## config.mk

```make
export PLATFORM = sky130hd
export DESIGN_NAME = websocket_frame_decoder
export DESIGN_NICKNAME = d
export VERILOG_FILES = /design/src/rtl/core/wsfd_pkg.sv /design/src/rtl/core/websocket_frame_decoder.sv /design/src/rtl/core/wsfd_in_reg.sv /design/src/rtl/core/wsfd_parser.sv /design/src/rtl/core/wsfd_out_reg.sv
export SDC_FILE = /design/constraint.sdc
export NUM_CORES = 1
export LEC_CHECK = 0
export BUFFER_PORTS_ARGS = -buffer_cell sky130_fd_sc_hd__buf_2
export CORE_ASPECT_RATIO = 0.75
export CORE_MARGIN = 3
export CORE_UTILIZATION = 30
export CTS_BUF_LIST = sky130_fd_sc_hd__clkbuf_16
export DETAILED_ROUTE_END_ITERATION = 16
export GPL_TIMING_DRIVEN = 0
export PLACE_DENSITY_LB_ADDON = 0.3
export SLEW_MARGIN = 20
export SYNTH_ARGS = -nofsm -noshare
export SYNTH_HDL_FRONTEND = slang
export SYNTH_HIERARCHICAL = 1
export SYNTH_SLANG_ARGS = --single-unit
```

## constraint.sdc

```tcl
create_clock -name clk -period 4.6 [get_ports clk]
set_clock_uncertainty 0.1 [all_clocks]
set_input_delay 0.23 -clock clk [delete_from_list [all_inputs] [get_ports clk]]
set_output_delay 0.23 -clock clk [all_outputs]
set_load 0.005 [all_outputs]
```

## src/rtl/core/wsfd_pkg.sv

```systemverilog
// Shared types and constants of the WebSocket frame decoder.
package wsfd_pkg;

  typedef enum logic [2:0] {
    PH_HDR0    = 3'd0,
    PH_HDR1    = 3'd1,
    PH_EXTLEN  = 3'd2,
    PH_MASK    = 3'd3,
    PH_PAYLOAD = 3'd4,
    PH_ERROR   = 3'd5
  } phase_t;

  typedef enum logic [2:0] {
    ST_BYTE  = 3'd0,
    ST_EMPTY = 3'd1,
    ST_BADOP = 3'd2,
    ST_TRUNC = 3'd3,
    ST_END   = 3'd4
  } status_t;

  localparam logic [3:0] OP_TEXT   = 4'h1;
  localparam logic [3:0] OP_BINARY = 4'h2;
  localparam logic [6:0] LEN_EXT16 = 7'd126;
  localparam logic [6:0] LEN_EXT64 = 7'd127;
  localparam logic [3:0] EXT16_BYTES = 4'd2;
  localparam logic [3:0] EXT64_BYTES = 4'd8;
  localparam logic [3:0] KEY_BYTES   = 4'd4;

  typedef struct packed {
    logic       mode;
    logic [7:0] data;
  } item_t;

  typedef struct packed {
    logic [7:0] data;
    logic       kind;
    logic       last;
    status_t    status;
  } result_t;

endpackage

```

## src/rtl/core/websocket_frame_decoder.sv

```systemverilog
// Top level of the WebSocket receive frame decoder.
//
//   channel  direction  tdata          tuser                   tlast
//   in_      slave      stream byte    end-of-stream flag      -
//   out_     master     payload byte   kind, status            last of frame
//
// A request is registered on acceptance and handled once the output register is free;
// its result, if any, is loaded into the output register when it is handled.
// One request per cycle is taken while the output register is free or drained.
// Only a stall on the output limits throughput.
// Reset clears the valid flags and the parser state and leaves the decoder expecting a first header byte.
// A stall on the output holds both stages; no request or result is dropped.
module websocket_frame_decoder (
  input  logic       clk,
  input  logic       rst_n,
  input  logic       in_tvalid,
  output logic       in_tready,
  input  logic [7:0] in_tdata,   // [7:0] in_byte
  input  logic [0:0] in_tuser,   // [0] mode
  output logic       out_tvalid,
  input  logic       out_tready,
  output logic [7:0] out_tdata,  // [7:0] out_byte
  output logic [3:0] out_tuser,  // [0] frame_kind, [3:1] status
  output logic       out_tlast
);
  import wsfd_pkg::*;

  item_t   in_item;
  item_t   hold_item;
  logic    hold_valid;
  logic    out_free;
  logic    step_en;
  logic    res_valid;
  result_t res;
  result_t out_res;

  assign in_item.mode = in_tuser[0];
  assign in_item.data = in_tdata;
  assign step_en      = hold_valid && out_free;

  wsfd_in_reg u_in_reg (
    .clk        (clk),
    .rst_n      (rst_n),
    .in_valid   (in_tvalid),
    .in_ready   (in_tready),
    .in_item    (in_item),
    .hold_valid (hold_valid),
    .hold_item  (hold_item),
    .advance    (step_en)
  );

  wsfd_parser u_parser (
    .clk       (clk),
    .rst_n     (rst_n),
    .step_en   (step_en),
    .item      (hold_item),
    .res_valid (res_valid),
    .res       (res)
  );

  wsfd_out_reg u_out_reg (
    .clk       (clk),
    .rst_n     (rst_n),
    .load      (step_en && res_valid),
    .load_res  (res),
    .free      (out_free),
    .out_valid (out_tvalid),
    .out_ready (out_tready),
    .out_res   (out_res)
  );

  assign out_tdata = out_res.data;
  assign out_tuser = {out_res.status, out_res.kind};
  assign out_tlast = out_res.last;

endmodule

```

## src/rtl/core/wsfd_in_reg.sv

```systemverilog
// Input register stage holding one accepted stream request.
module wsfd_in_reg (
  input  logic           clk,
  input  logic           rst_n,
  input  logic           in_valid,
  output logic           in_ready,
  input  wsfd_pkg::item_t in_item,
  output logic           hold_valid,
  output wsfd_pkg::item_t hold_item,
  input  logic           advance
);
  import wsfd_pkg::*;

  logic  valid_r;
  logic  valid_nxt;
  item_t item_r;

  assign in_ready   = !valid_r || advance;
  assign hold_valid = valid_r;
  assign hold_item  = item_r;

  always_comb begin
    valid_nxt = valid_r;
    if (in_valid && in_ready) begin
      valid_nxt = 1'b1;
    end else if (advance) begin
      valid_nxt = 1'b0;
    end
  end

  always_ff @(posedge clk) begin
    if (!rst_n) begin
      valid_r <= 1'b0;
    end else begin
      valid_r <= valid_nxt;
    end
  end

  always_ff @(posedge clk) begin
    if (in_valid && in_ready) begin
      item_r <= in_item;
    end
  end

endmodule

```

## src/rtl/core/wsfd_parser.sv

```systemverilog
// Frame header parser, payload unmasking and decoder state.
module wsfd_parser (
  input  logic              clk,
  input  logic              rst_n,
  input  logic              step_en,
  input  wsfd_pkg::item_t   item,
  output logic              res_valid,
  output wsfd_pkg::result_t res
);
  import wsfd_pkg::*;

  phase_t       phase_r, phase_nxt;
  logic [3:0]   hdr_cnt_r, hdr_cnt_nxt;
  logic [3:0]   opcode_r, opcode_nxt;
  logic         mask_r, mask_nxt;
  logic [63:0]  rem_r, rem_nxt;
  logic [31:0]  key_r, key_nxt;
  logic [1:0]   pos_r, pos_nxt;

  logic [6:0]   len7;
  logic         is_ext;
  logic [63:0]  ext_len;
  logic [31:0]  key_shift;
  logic [3:0]   cnt_dec;
  logic [63:0]  rem_dec;
  logic         pay_last;
  logic         op_ok;
  logic         kind;
  logic         hd_event;
  logic [63:0]  hd_len;
  logic [7:0]   key_byte;
  logic [7:0]   pay_byte;

  assign len7      = item.data[6:0];
  assign is_ext    = (len7 == LEN_EXT16) || (len7 == LEN_EXT64);
  assign ext_len   = {rem_r[55:0], item.data};
  assign key_shift = {key_r[23:0], item.data};
  assign cnt_dec   = hdr_cnt_r - 4'd1;
  assign rem_dec   = rem_r - 64'd1;
  assign pay_last  = (rem_dec == 64'd0);
  assign op_ok     = (opcode_r == OP_TEXT) || (opcode_r == OP_BINARY);
  assign kind      = (opcode_r == OP_BINARY);

  always_comb begin
    unique case (pos_r)
      2'd0: key_byte = key_r[31:24];
      2'd1: key_byte = key_r[23:16];
      2'd2: key_byte = key_r[15:8];
      2'd3: key_byte = key_r[7:0];
      default: key_byte = key_r[7:0];
    endcase
  end

  assign pay_byte = mask_r ? (item.data ^ key_byte) : item.data;

  // The header ends on the second byte, the last length byte or the last key byte.
  always_comb begin
    hd_event = 1'b0;
    hd_len   = rem_r;
    if (!item.mode) begin
      unique case (phase_r)
        PH_HDR1: begin
          hd_event = !is_ext && !item.data[7];
          hd_len   = {57'd0, len7};
        end
        PH_EXTLEN: begin
          hd_event = (cnt_dec == 4'd0) && !mask_r;
          hd_len   = ext_len;
        end
        PH_MASK: begin
          hd_event = (cnt_dec == 4'd0);
          hd_len   = rem_r;
        end
        default: begin
          hd_event = 1'b0;
          hd_len   = rem_r;
        end
      endcase
    end
  end

  // Next state.
  always_comb begin
    phase_nxt   = phase_r;
    hdr_cnt_nxt = hdr_cnt_r;
    opcode_nxt  = opcode_r;
    mask_nxt    = mask_r;
    rem_nxt     = rem_r;
    key_nxt     = key_r;
    pos_nxt     = pos_r;
    if (phase_r == PH_ERROR) begin
      phase_nxt = PH_ERROR;
    end else if (item.mode) begin
      if (phase_r != PH_HDR0) begin
        phase_nxt = PH_ERROR;
      end
    end else begin
      unique case (phase_r)
        PH_HDR0: begin
          opcode_nxt = item.data[3:0];
          phase_nxt  = PH_HDR1;
        end
        PH_HDR1: begin
          mask_nxt = item.data[7];
          key_nxt  = 32'd0;
          if (is_ext) begin
            rem_nxt     = 64'd0;
            hdr_cnt_nxt = (len7 == LEN_EXT16) ? EXT16_BYTES : EXT64_BYTES;
            phase_nxt   = PH_EXTLEN;
          end else begin
            rem_nxt = {57'd0, len7};
            if (item.data[7]) begin
              hdr_cnt_nxt = KEY_BYTES;
              phase_nxt   = PH_MASK;
            end
          end
        end
        PH_EXTLEN: begin
          rem_nxt     = ext_len;
          hdr_cnt_nxt = cnt_dec;
          if ((cnt_dec == 4'd0) && mask_r) begin
            hdr_cnt_nxt = KEY_BYTES;
            phase_nxt   = PH_MASK;
          end
        end
        PH_MASK: begin
          key_nxt     = key_shift;
          hdr_cnt_nxt = cnt_dec;
        end
        PH_PAYLOAD: begin
          pos_nxt = pos_r + 2'd1;
          rem_nxt = rem_dec;
          if (pay_last) begin
            phase_nxt = op_ok ? PH_HDR0 : PH_ERROR;
          end
        end
        default: begin
          phase_nxt = PH_ERROR;
        end
      endcase
      if (hd_event) begin
        pos_nxt = 2'd0;
        if (hd_len != 64'd0) begin
          phase_nxt = PH_PAYLOAD;
        end else begin
          phase_nxt = op_ok ? PH_HDR0 : PH_ERROR;
        end
      end
    end
  end

  // Result of the current request.
  always_comb begin
    res_valid  = 1'b0;
    res.data   = 8'd0;
    res.kind   = 1'b0;
    res.last   = 1'b0;
    res.status = ST_BYTE;
    priority if (phase_r == PH_ERROR) begin
      res_valid = 1'b0;
    end else if (item.mode) begin
      res_valid  = 1'b1;
      res.status = (phase_r == PH_HDR0) ? ST_END : ST_TRUNC;
    end else if (hd_event && (hd_len == 64'd0)) begin
      res_valid  = 1'b1;
      res.kind   = op_ok ? kind : 1'b0;
      res.last   = op_ok;
      res.status = op_ok ? ST_EMPTY : ST_BADOP;
    end else if (phase_r == PH_PAYLOAD) begin
      if (op_ok) begin
        res_valid = 1'b1;
        res.data  = pay_byte;
        res.kind  = kind;
        res.last  = pay_last;
      end else if (pay_last) begin
        res_valid  = 1'b1;
        res.status = ST_BADOP;
      end
    end
  end

  always_ff @(posedge clk) begin
    if (!rst_n) begin
      phase_r   <= PH_HDR0;
      hdr_cnt_r <= 4'd0;
      opcode_r  <= 4'd0;
      mask_r    <= 1'b0;
      rem_r     <= 64'd0;
      key_r     <= 32'd0;
      pos_r     <= 2'd0;
    end else if (step_en) begin
      phase_r   <= phase_nxt;
      hdr_cnt_r <= hdr_cnt_nxt;
      opcode_r  <= opcode_nxt;
      mask_r    <= mask_nxt;
      rem_r     <= rem_nxt;
      key_r     <= key_nxt;
      pos_r     <= pos_nxt;
    end
  end

  a_error_sticky: assert property (@(posedge clk) disable iff (!rst_n)
    (phase_r == PH_ERROR) |=> (phase_r == PH_ERROR))
    else $error("decoder left the error state without reset");

  a_count_live: assert property (@(posedge clk) disable iff (!rst_n)
    ((phase_r == PH_EXTLEN) || (phase_r == PH_MASK)) |-> (hdr_cnt_r != 4'd0))
    else $error("header byte count is zero inside the extended header");

  a_payload_live: assert property (@(posedge clk) disable iff (!rst_n)
    (phase_r == PH_PAYLOAD) |-> (rem_r != 64'd0))
    else $error("payload phase with no bytes left");

  a_key_step: assert property (@(posedge clk) disable iff (!rst_n)
    (step_en && (phase_r == PH_PAYLOAD) && !item.mode)
      |=> (pos_r == $past(pos_r) + 2'd1))
    else $error("mask key position did not advance on a payload byte");

endmodule

```

## src/rtl/core/wsfd_out_reg.sv

```systemverilog
// Output register holding one result until the downstream side takes it.
module wsfd_out_reg (
  input  logic              clk,
  input  logic              rst_n,
  input  logic              load,
  input  wsfd_pkg::result_t load_res,
  output logic              free,
  output logic              out_valid,
  input  logic              out_ready,
  output wsfd_pkg::result_t out_res
);
  import wsfd_pkg::*;

  logic    valid_r;
  logic    valid_nxt;
  result_t res_r;

  assign free      = !valid_r || out_ready;
  assign out_valid = valid_r;
  assign out_res   = res_r;

  always_comb begin
    valid_nxt = valid_r;
    if (load) begin
      valid_nxt = 1'b1;
    end else if (out_ready) begin
      valid_nxt = 1'b0;
    end
  end

  always_ff @(posedge clk) begin
    if (!rst_n) begin
      valid_r <= 1'b0;
    end else begin
      valid_r <= valid_nxt;
    end
  end

  always_ff @(posedge clk) begin
    if (load) begin
      res_r <= load_res;
    end
  end

endmodule
```

# Word level (Yosys, flattened, before mapping)
# Cells that the tools add are included.
# word_totals
out_inout_bits	15
word_cells	125
regBits	134
inputBits	13
# classes
bitwise_logic	5
n_addsub	3
n_mux	46
eq_ne	18
reduce_logical	38
# op_table
cell	count
$pmux W64 S3	1
$logic_not A64 Y1	2
$pmux W64 S2	1
$mux W64	1
$pmux W32 S2	1
$reduce_bool A64 Y1	1
$sub A64 B1 Y64 const B	1
$mux W3	12
$pmux W8 S4	1
$reduce_and A4 Y1	5
$mux W4	4
$pmux W3 S5	1
$eq A7 B7 Y1 const B	2
$mux W1	12
$mux W2	6
$pmux W4 S3	1
$mux W5	2
$ne A5 B2 Y1 const B	2
$reduce_bool A3 Y1	3
$mux W8	1
$reduce_bool A2 Y1	4
$xor A8 B8 Y8	1
$logic_and A1 B1 Y1	7
$mux W7	1
other kinds (24)	37

# Longest topological paths before layout
# Gate-level depths: netlist of run 1.
# logic_depth
word_depth	12
depth_mapped	15
ltp_nobuf	14

# Hierarchy
# Netlist of run 1, hierarchy kept.
# by_module_without_submodules
module	cells_each	instances	area_per_inst_um2
wsfd_parser	1051	1	7423.4
wsfd_out_reg	17	1	439.2
wsfd_in_reg	14	1	327.8
websocket_frame_decoder	2	1	12.5

# Worst setup path after synthesis of run 1
# OpenSTA, ideal clock, no wires.
# synth_path
kind	register to register
startpoint	register u_parser.rem_r[0]
endpoint	register u_out_reg.res_r, in the netlist u_out_reg/out_res[0], enable pin
synth_period_minus_slack_ps	4395
setup_ps	365
stages_incl_launch_ff	14
path_slack_ps	205
arrival_time_ps	3931
cell_sequence	dfxtp_1 > inv_1 > ha_1 > clkbuf_1 > or4b_2 > or4_1 > nor3_1 > xnor2_1 > nand2_1 > nand4b_1 > or4_4 > o21a_1 > a21oi_2 > and3_1
# synth_between
elab_chain_len	9
elab_cells_between_ends	13
classes_between	add/sub (1); mux (8); reduce/logical (4)
# synth_lines
element	line	source
from (decl)	wsfd_parser.sv:16	logic [63:0] rem_r, rem_nxt;
from (signal assigned)	wsfd_parser.sv:196	rem_r <= rem_nxt;
$sub A64 B1 Y64	wsfd_parser.sv:39	assign rem_dec = rem_r - 64'd1;
$logic_not A64 Y1	wsfd_parser.sv:40	assign pay_last = (rem_dec == 64'd0);
$mux W1	wsfd_parser.sv:175	end else if (pay_last) begin
$mux W1	wsfd_parser.sv:170	if (op_ok) begin
$mux W1	wsfd_parser.sv:169	end else if (phase_r == PH_PAYLOAD) begin
$mux W1 (*)	wsfd_parser.sv:164	end else if (hd_event && (hd_len == 64'd0)) begin
$mux W1 (*)	wsfd_parser.sv:161	end else if (item.mode) begin
$mux W1 (*)	wsfd_parser.sv:159	priority if (phase_r == PH_ERROR) begin
via res_valid	websocket_frame_decoder.sv:33	logic res_valid;
$logic_and A1 B1 Y1 (*)	websocket_frame_decoder.sv:64	.load (step_en && res_valid),
to (signal assigned)	wsfd_out_reg.sv:41	res_r <= load_res;
to (decl)	wsfd_out_reg.sv:16	result_t res_r;
# Mark *: on every way through the listed nets, which the timed path passes. The rest lies on a longest branch.
# A chain may end at the register's enable or synchronous reset.

# Worst setup path after layout of run 1
# layout_path
startpoint	register u_parser.rem_r[31]
endpoint	register u_out_reg.res_r, in the netlist u_out_reg/out_res[4], enable pin
# Same word-level chain as after synthesis.

==> run metrics, run 1 <==
status=completed; # diodes=0; Area growth syn-to-layout=18.0%; Sequential cell area=~2900 um2; register area share after synthesis=between 30% and 40%; max_cap viols=0; critical path startpoint=u_parser/rem_r[31]; leakage power=approximately 3.4 nW; final worst path period need=roughly 4.5 ns; r2r startpoint=u_parser/rem_r[31]; Crit. End Element=flop; largest net degree at the start of global routing=17; ANT nets after route=0; first-pass GRT wire length=50,900 um; clk root buf=clkbuf_16; Num CTS Buffers=17; Num Clock Sinks=~130; worst-path fanout max=8; Post-Layout Inst Area=between 9000 and 10,000 um2; f_max=between 200 and 250 MHz; RSZ-0062 raised after global routing=no; most common cell after layout, fill and taps aside=nor2_1; initial antenna violation count=0; Max-slew headroom=31.2%; hold path start=rst_n; drt initial violations=~1,400; wirelength, routed=around 34,000 um; VDD IR max=0.000187 V; Yosys warning count=6; H-tree Lvls=4; DR vias=8,919; I/O pins=28; Wirelength per Cell=between 20 and 25 um; DR DRC count=0; Worst-Margin Slew=about 1.0 ns; crit share post-route=between 90 and 100%; syn_area_per_cell=around 7.6 um2; cell count after synthesis=1,084; Synth Register Bits=about 130; Slew Viols, Final=0; die area=roughly 29,000 um2; Final Hold Fails=0; Req. time, crit path=4.63 ns; Final Core Density=36.6%; PwrDens=around 380 nW/um2; footprint of the multi-input gates=around 5000 um2; count of input and output buffers=27; Initial Utilization=a little under a third; Die W=197 um; placed inst area=around 8800 um2; Post-synth top flop=dfxtp_1; number of distinct library cells after synthesis=77; post-synth net total=1,105; Worst-path clk slew=~0.070 ns; CP Launch Type=flop; Setup-failing EPs final=0; layout cells sized above 1=9.84%; Final HPWL DP=approximately 24,000 um; Clk Latency, worst-skew pair=around 0.44 ns; CTS tree=built; EDFF count, synth=22; most frequent cells in the layout=nor2_1, nand2_1, dfxtp_1, a21oi_1, clkbuf_1; Row Count=a little over 50; CP Class=reg2reg; Max Root-Sink Buffers=2; Fin Hold WS=0.0737 ns; GPL Wtd Cong=0.998; vias in the first global route=8,061; Fin Setup TNS=0 ns; fillers=around 2,800; asr flop ratio synth=0%; HP Class=in2reg; core area=between 20,000 and 30,000 um2; GRT overflow=0; vias per cell=around 6; length of the first detailed-routing pass in iterations=8; Mapped Area=8200 um2; GRT Util Overall=a little under a quarter; Die H=~150 um; crit path DAT=approximately 4.6 ns; Nets=approximately 1,200
[power by group]
group / internal [W] / switching, W / total [W]
sequential: 0.00122 / 0.0000442 / 0.00127
clock: 0.000791 / 0.000560 / 0.00135
combinational: 0.000378 / 0.000672 / 0.00105
[cell families (layout without fill, tap and decap cells)]
logic type	count (synthesis)	in the layout	share of synthesized area (%)
buffers and inverters	112	186	5.72
DFF	134	134	35.4
and+or+nand+nor	491	492	29.7
muxes	1	1	0.122
adders and majority gates	8	8	1.22
AOI/OAI and AO/OA	287	287	22.4
xor gates and xnor gates	51	51	5.45
[flip-flops by register name, indices dropped and copies added, names as in the netlist]
register and flops:
u_out_reg/out_valid 1, u_parser/phase_r 3, u_in_reg/hold_item 9, u_out_reg/out_res 13, u_parser/mask_r 1, u_parser/opcode_r 4
u_in_reg/hold_valid 1, u_parser/rem_r 64, u_parser/key_r 32, u_parser/pos_r 2, u_parser/hdr_cnt_r 4
[area by class of cell]
class,instances,area share [%]
buffer,87,3.88
timing repair buffer,44,3.13
inverter,23,0.892
clock inverter,15,1.45
multi-input combinational,839,51.8
tap,344,4.45
sequential,134,30.0
clock buffer,17,4.40
[cell usage after synthesis, drive strengths merged, types with 25 or more instances]
cell type / n / share of area, %
a21oi: 89 / 5.5
clkbuf: 78 / 3.6
dfxtp: 112 / 27
nand2: 117 / 5.4
nand3: 51 / 3.1
nor2: 142 / 6.5
nor3: 50 / 3.2
nor4: 28 / 2.3
o21ai: 74 / 4.5
xnor2: 25 / 2.7
xor2: 26 / 2.8
[worst max-delay path, stage by stage (launching register included)]
cell and delay [ns]:
dfxtp_1 0.31, buf_6 0.13, or4_4 0.50, buf_6 0.16, or4_4 0.59, or4_4 0.48
o21a_1 0.24, nor4b_4 0.26, nand4_1 0.14, or4_4 0.61, o21a_1 0.24, a21oi_4 0.18
and3_4 0.26
[per-stage QoR]
| stage | cells | setup slack, ns | total power [W] |
|---|---|---|---|
| 6_report | 1503 | 0.0754 | 0.00367 |
| 5_1_grt | 1503 | 0.00355 | 0.00381 |
| 4_1_cts | 1503 | 0.0295 | 0.00361 |
| 3_5_place_dp | 1455 | -0.853 | 0.00220 |
| 3_3_place_gp | 1455 | -0.841 | 0.00220 |
| 2_1_floorplan | 1084 | 0.205 | 0.00192 |
[routing by layer]
layer,GRT usage [%],wire length (um)
met2,29.0,12700
met4,6.55,718
met1,35.3,15700
met3,7.86,4660
met5,0,0
[path summary, 6_finish.rpt]
kind | end | slack [ns] | cells after the start
max | u_out_reg/out_res[4] | 0.08 | 12
min | u_parser/rem_r[63] | 0.07 | 3
max reg2reg | u_out_reg/out_res[4] | 0.08 | 12
min reg2reg | u_parser/key_r[30] | 0.35 | 2
[repair_timing]
action / 4_1_cts / 5_1_grt
hold buffers: 11 / 0
gates resized for setup: 17 / 14
pin swaps: 2 / 6
buffers inserted: 6 / 0
endpoints found under the setup margin: 15 / 14
cloned: 0 / 1
hold endpoints to repair: 11 / 0
(Power assumes the default switching activity.)
==> inputs of run 2 (changes only) <==
Settings changed: CTS_BUF_LIST sky130_fd_sc_hd__clkbuf_16 to sky130_fd_sc_hd__clkbuf_4 sky130_fd_sc_hd__clkbuf_8 sky130_fd_sc_hd__clkbuf_16.
==> run 2 against run 1 <==
Compared with the run above:
- clock power up 4%
- largest cell class unchanged
- maximum frequency about the same
- hold slack worse by 0.0038 ns
- die area unchanged
==> run metrics, run 2 (same netlist as run 1, synthesis figures left out) <==
Post-Layout Inst Area=9710 um2 (was 9680 um2); HP Class=in2reg (unchanged); crit share post-route=98.3% (was 98.4%); Setup-failing EPs final=0 (unchanged); Worst-Margin Slew=0.992 ns (was 1.03 ns); leakage power=3.38 nW (was 3.37 nW); wirelength, routed=33,800 um (about the same); footprint of the multi-input gates=5020 um2 (unchanged); placed inst area=8770 um2 (unchanged); most frequent cells in the layout=nor2_1, nand2_1, dfxtp_1, a21oi_1, clkbuf_1 (unchanged); overall power=0.00372 W (was 0.00367 W); vias in the first global route=8,046 (was 8,061); DR vias=8,944 (was 8,919); DR DRC count=0 (unchanged); clk root buf=clkbuf_16 (unchanged); R2R Path End=u_out_reg/out_res[4] (unchanged); Initial Utilization=31.1% (unchanged); status=completed (unchanged); PnR worst setup slack=0.0773 ns (was 0.0754 ns); hold path start=rst_n (unchanged); H-tree Lvls=4 (unchanged); slowest cell on the critical path=or3_2 (was or4_4); ANT nets after route=0 (unchanged); initial antenna violation count=0 (unchanged); Max Root-Sink Buffers=2 (unchanged); CTS tree=built (unchanged); r2r startpoint=u_parser/rem_r[34] (was u_parser/rem_r[31]); worst-path fanout max=8 (unchanged); first-pass GRT wire length=50,800 um (was 50,900 um); Row Count=51 (unchanged); Crit. End Element=flop (unchanged); Final HPWL DP=24,000 um (unchanged); vias per cell=5.95 (was 5.93); Wirelength per Cell=22.5 um (about the same); final worst path period need=4.52 ns (about the same); Req. time, crit path=4.63 ns (about the same); I/O pins=28 (unchanged); largest net degree at the start of global routing=17 (unchanged); layout cells sized above 1=10.2% (was 9.84%); GPL Wtd Cong=0.998 (unchanged); dpl ws=-0.853 ns (unchanged); Die H=149 um (unchanged); # diodes=0 (unchanged); Final Core Density=36.8% (was 36.6%); GRT Util Overall=22.8% (about the same); f_max=221 MHz (about the same); Worst Hold Endpoint=u_parser/rem_r[63] (unchanged); length of the first detailed-routing pass in iterations=8 (unchanged); Clk Latency, worst-skew pair=0.44 ns (about the same); die area=29,400 um2 (unchanged); drt initial violations=1,355 (was 1,402); CP Launch Type=flop (unchanged); PwrDens=383 nW/um2 (was 379 nW/um2); Final Hold Fails=0 (unchanged); crit path cell chain=or3_2 > or4_4 > or4_4 > o21a_1 > nor4b_4 > nand4_1 > or4_4 > o21a_1 > a21oi_4 > and3_4 (was buf_6 > or4_4 > buf_6 > or4_4 > or4_4 > o21a_1 > nor4b_4 > nand4_1 > or4_4 > o21a_1 > a21oi_4 > and3_4); crit path DAT=4.55 ns (was 4.56 ns); CP Class=reg2reg (unchanged); Worst-path clk slew=0.06 ns (was 0.07 ns); dpl cells=1,455 (unchanged); count of input and output buffers=27 (unchanged); GRT overflow=0 (unchanged); Nets=1,167 (unchanged); R2R cell count=10 (was 12); max FFs per register=64 (unchanged); VDD IR max=0.000186 V (was 0.000187 V); R2R Setup Slk=0.08 ns (about the same); Area growth syn-to-layout=18.4% (was 18.0%); core area=26,400 um2 (unchanged); Sequential cell area=2900 um2 (unchanged); most frequent CP cell=or4_4 (unchanged); fillers=2,745 (was 2,751); Max-slew headroom=33.9% (was 31.2%); Die W=197 um (unchanged); final std cells w/o fill=1,503 (unchanged); max_cap viols=0 (unchanged); Slew Viols, Final=0 (unchanged); RSZ-0062 raised after global routing=no (unchanged); Critical Path Max Stage Delay=0.66 ns (was 0.61 ns); Num Clock Sinks=134 (unchanged); largest register by flop count=u_parser/rem_r (unchanged); most common cell after layout, fill and taps aside=nor2_1 (unchanged); hold path depth=3 (unchanged); Num CTS Buffers=17 (unchanged)
==> run 2: stage by stage <==
step | TNS, ns | hold WS [ns]
5_1_grt | 0 | 0.0925
6_report | 0 | 0.0698
3_3_place_gp | -11.69 | 0.309
2_1_floorplan | 0 | 0.229
3_5_place_dp | -11.86 | 0.312
4_1_cts | 0 | 0.0483
==> run 2: worst max path at each step <==
stage,startpoint,endpoint,depth (start not counted)
2_1_floorplan,u_parser/rem_r[0],u_out_reg/out_res[0],13
3_3_place_gp,u_parser/rem_r[0],u_out_reg/out_res[10],12
3_5_place_dp,u_parser/rem_r[0],u_out_reg/out_res[9],12
4_1_cts,u_parser/rem_r[31],u_out_reg/out_res[4],12
5_1_grt,u_parser/rem_r[31],u_out_reg/out_res[7],12
6_report,u_parser/rem_r[34],u_out_reg/out_res[4],10
==> run 2: where the power goes <==
group	switching (W)	internal, W	leakage [nW]	total (W)
clock network	0.000553	0.000849	0.295	0.00140
registers	0.0000436	0.00122	1.10	0.00127
logic	0.000674	0.000378	1.98	0.00105
==> run 2: area by class of cell <==
| cell class | count | area share, % |
|---|---|---|
| flip-flops and latches | 134 | 29.9 |
| well taps | 344 | 4.43 |
| clock buffers | 22 | 4.90 |
| repair buffers | 44 | 3.12 |
| inverters | 23 | 0.889 |
| clock inverters | 10 | 1.25 |
| multi-input cells | 839 | 51.7 |
| plain buffers | 87 | 3.87 |
==> run 2: metal layers <==
metal / wire, um / up-vias / global-route usage, % / part of all wire [%]
met2: 12700 / 644 / 28.9 / 38
li1: - / 4071 / - / -
met1: 15500 / 4156 / 35.3 / 46
met4: 816 / 0 / 6.55 / 2.4
met5: 0 / - / 0 / 0
met3: 4700 / 73 / 7.86 / 14
==> run 2: critical path, delay by kind of cell, from the launching register on <==
kind,cells,cell delay [ns]
DFF,1,0.45
and+or+nand+nor,7,3.00
AOI/OAI and AO/OA,3,0.67
==> run 2: timing repair <==
item | CTS | global route
endpoints found under the setup margin | 15 | 14
gates cloned | 0 | 1
setup buffers | 6 | 0
pin swaps | 2 | 6
endpoints found under the hold margin | 11 | 0
hold buffers | 11 | 0
resized for setup | 17 | 14
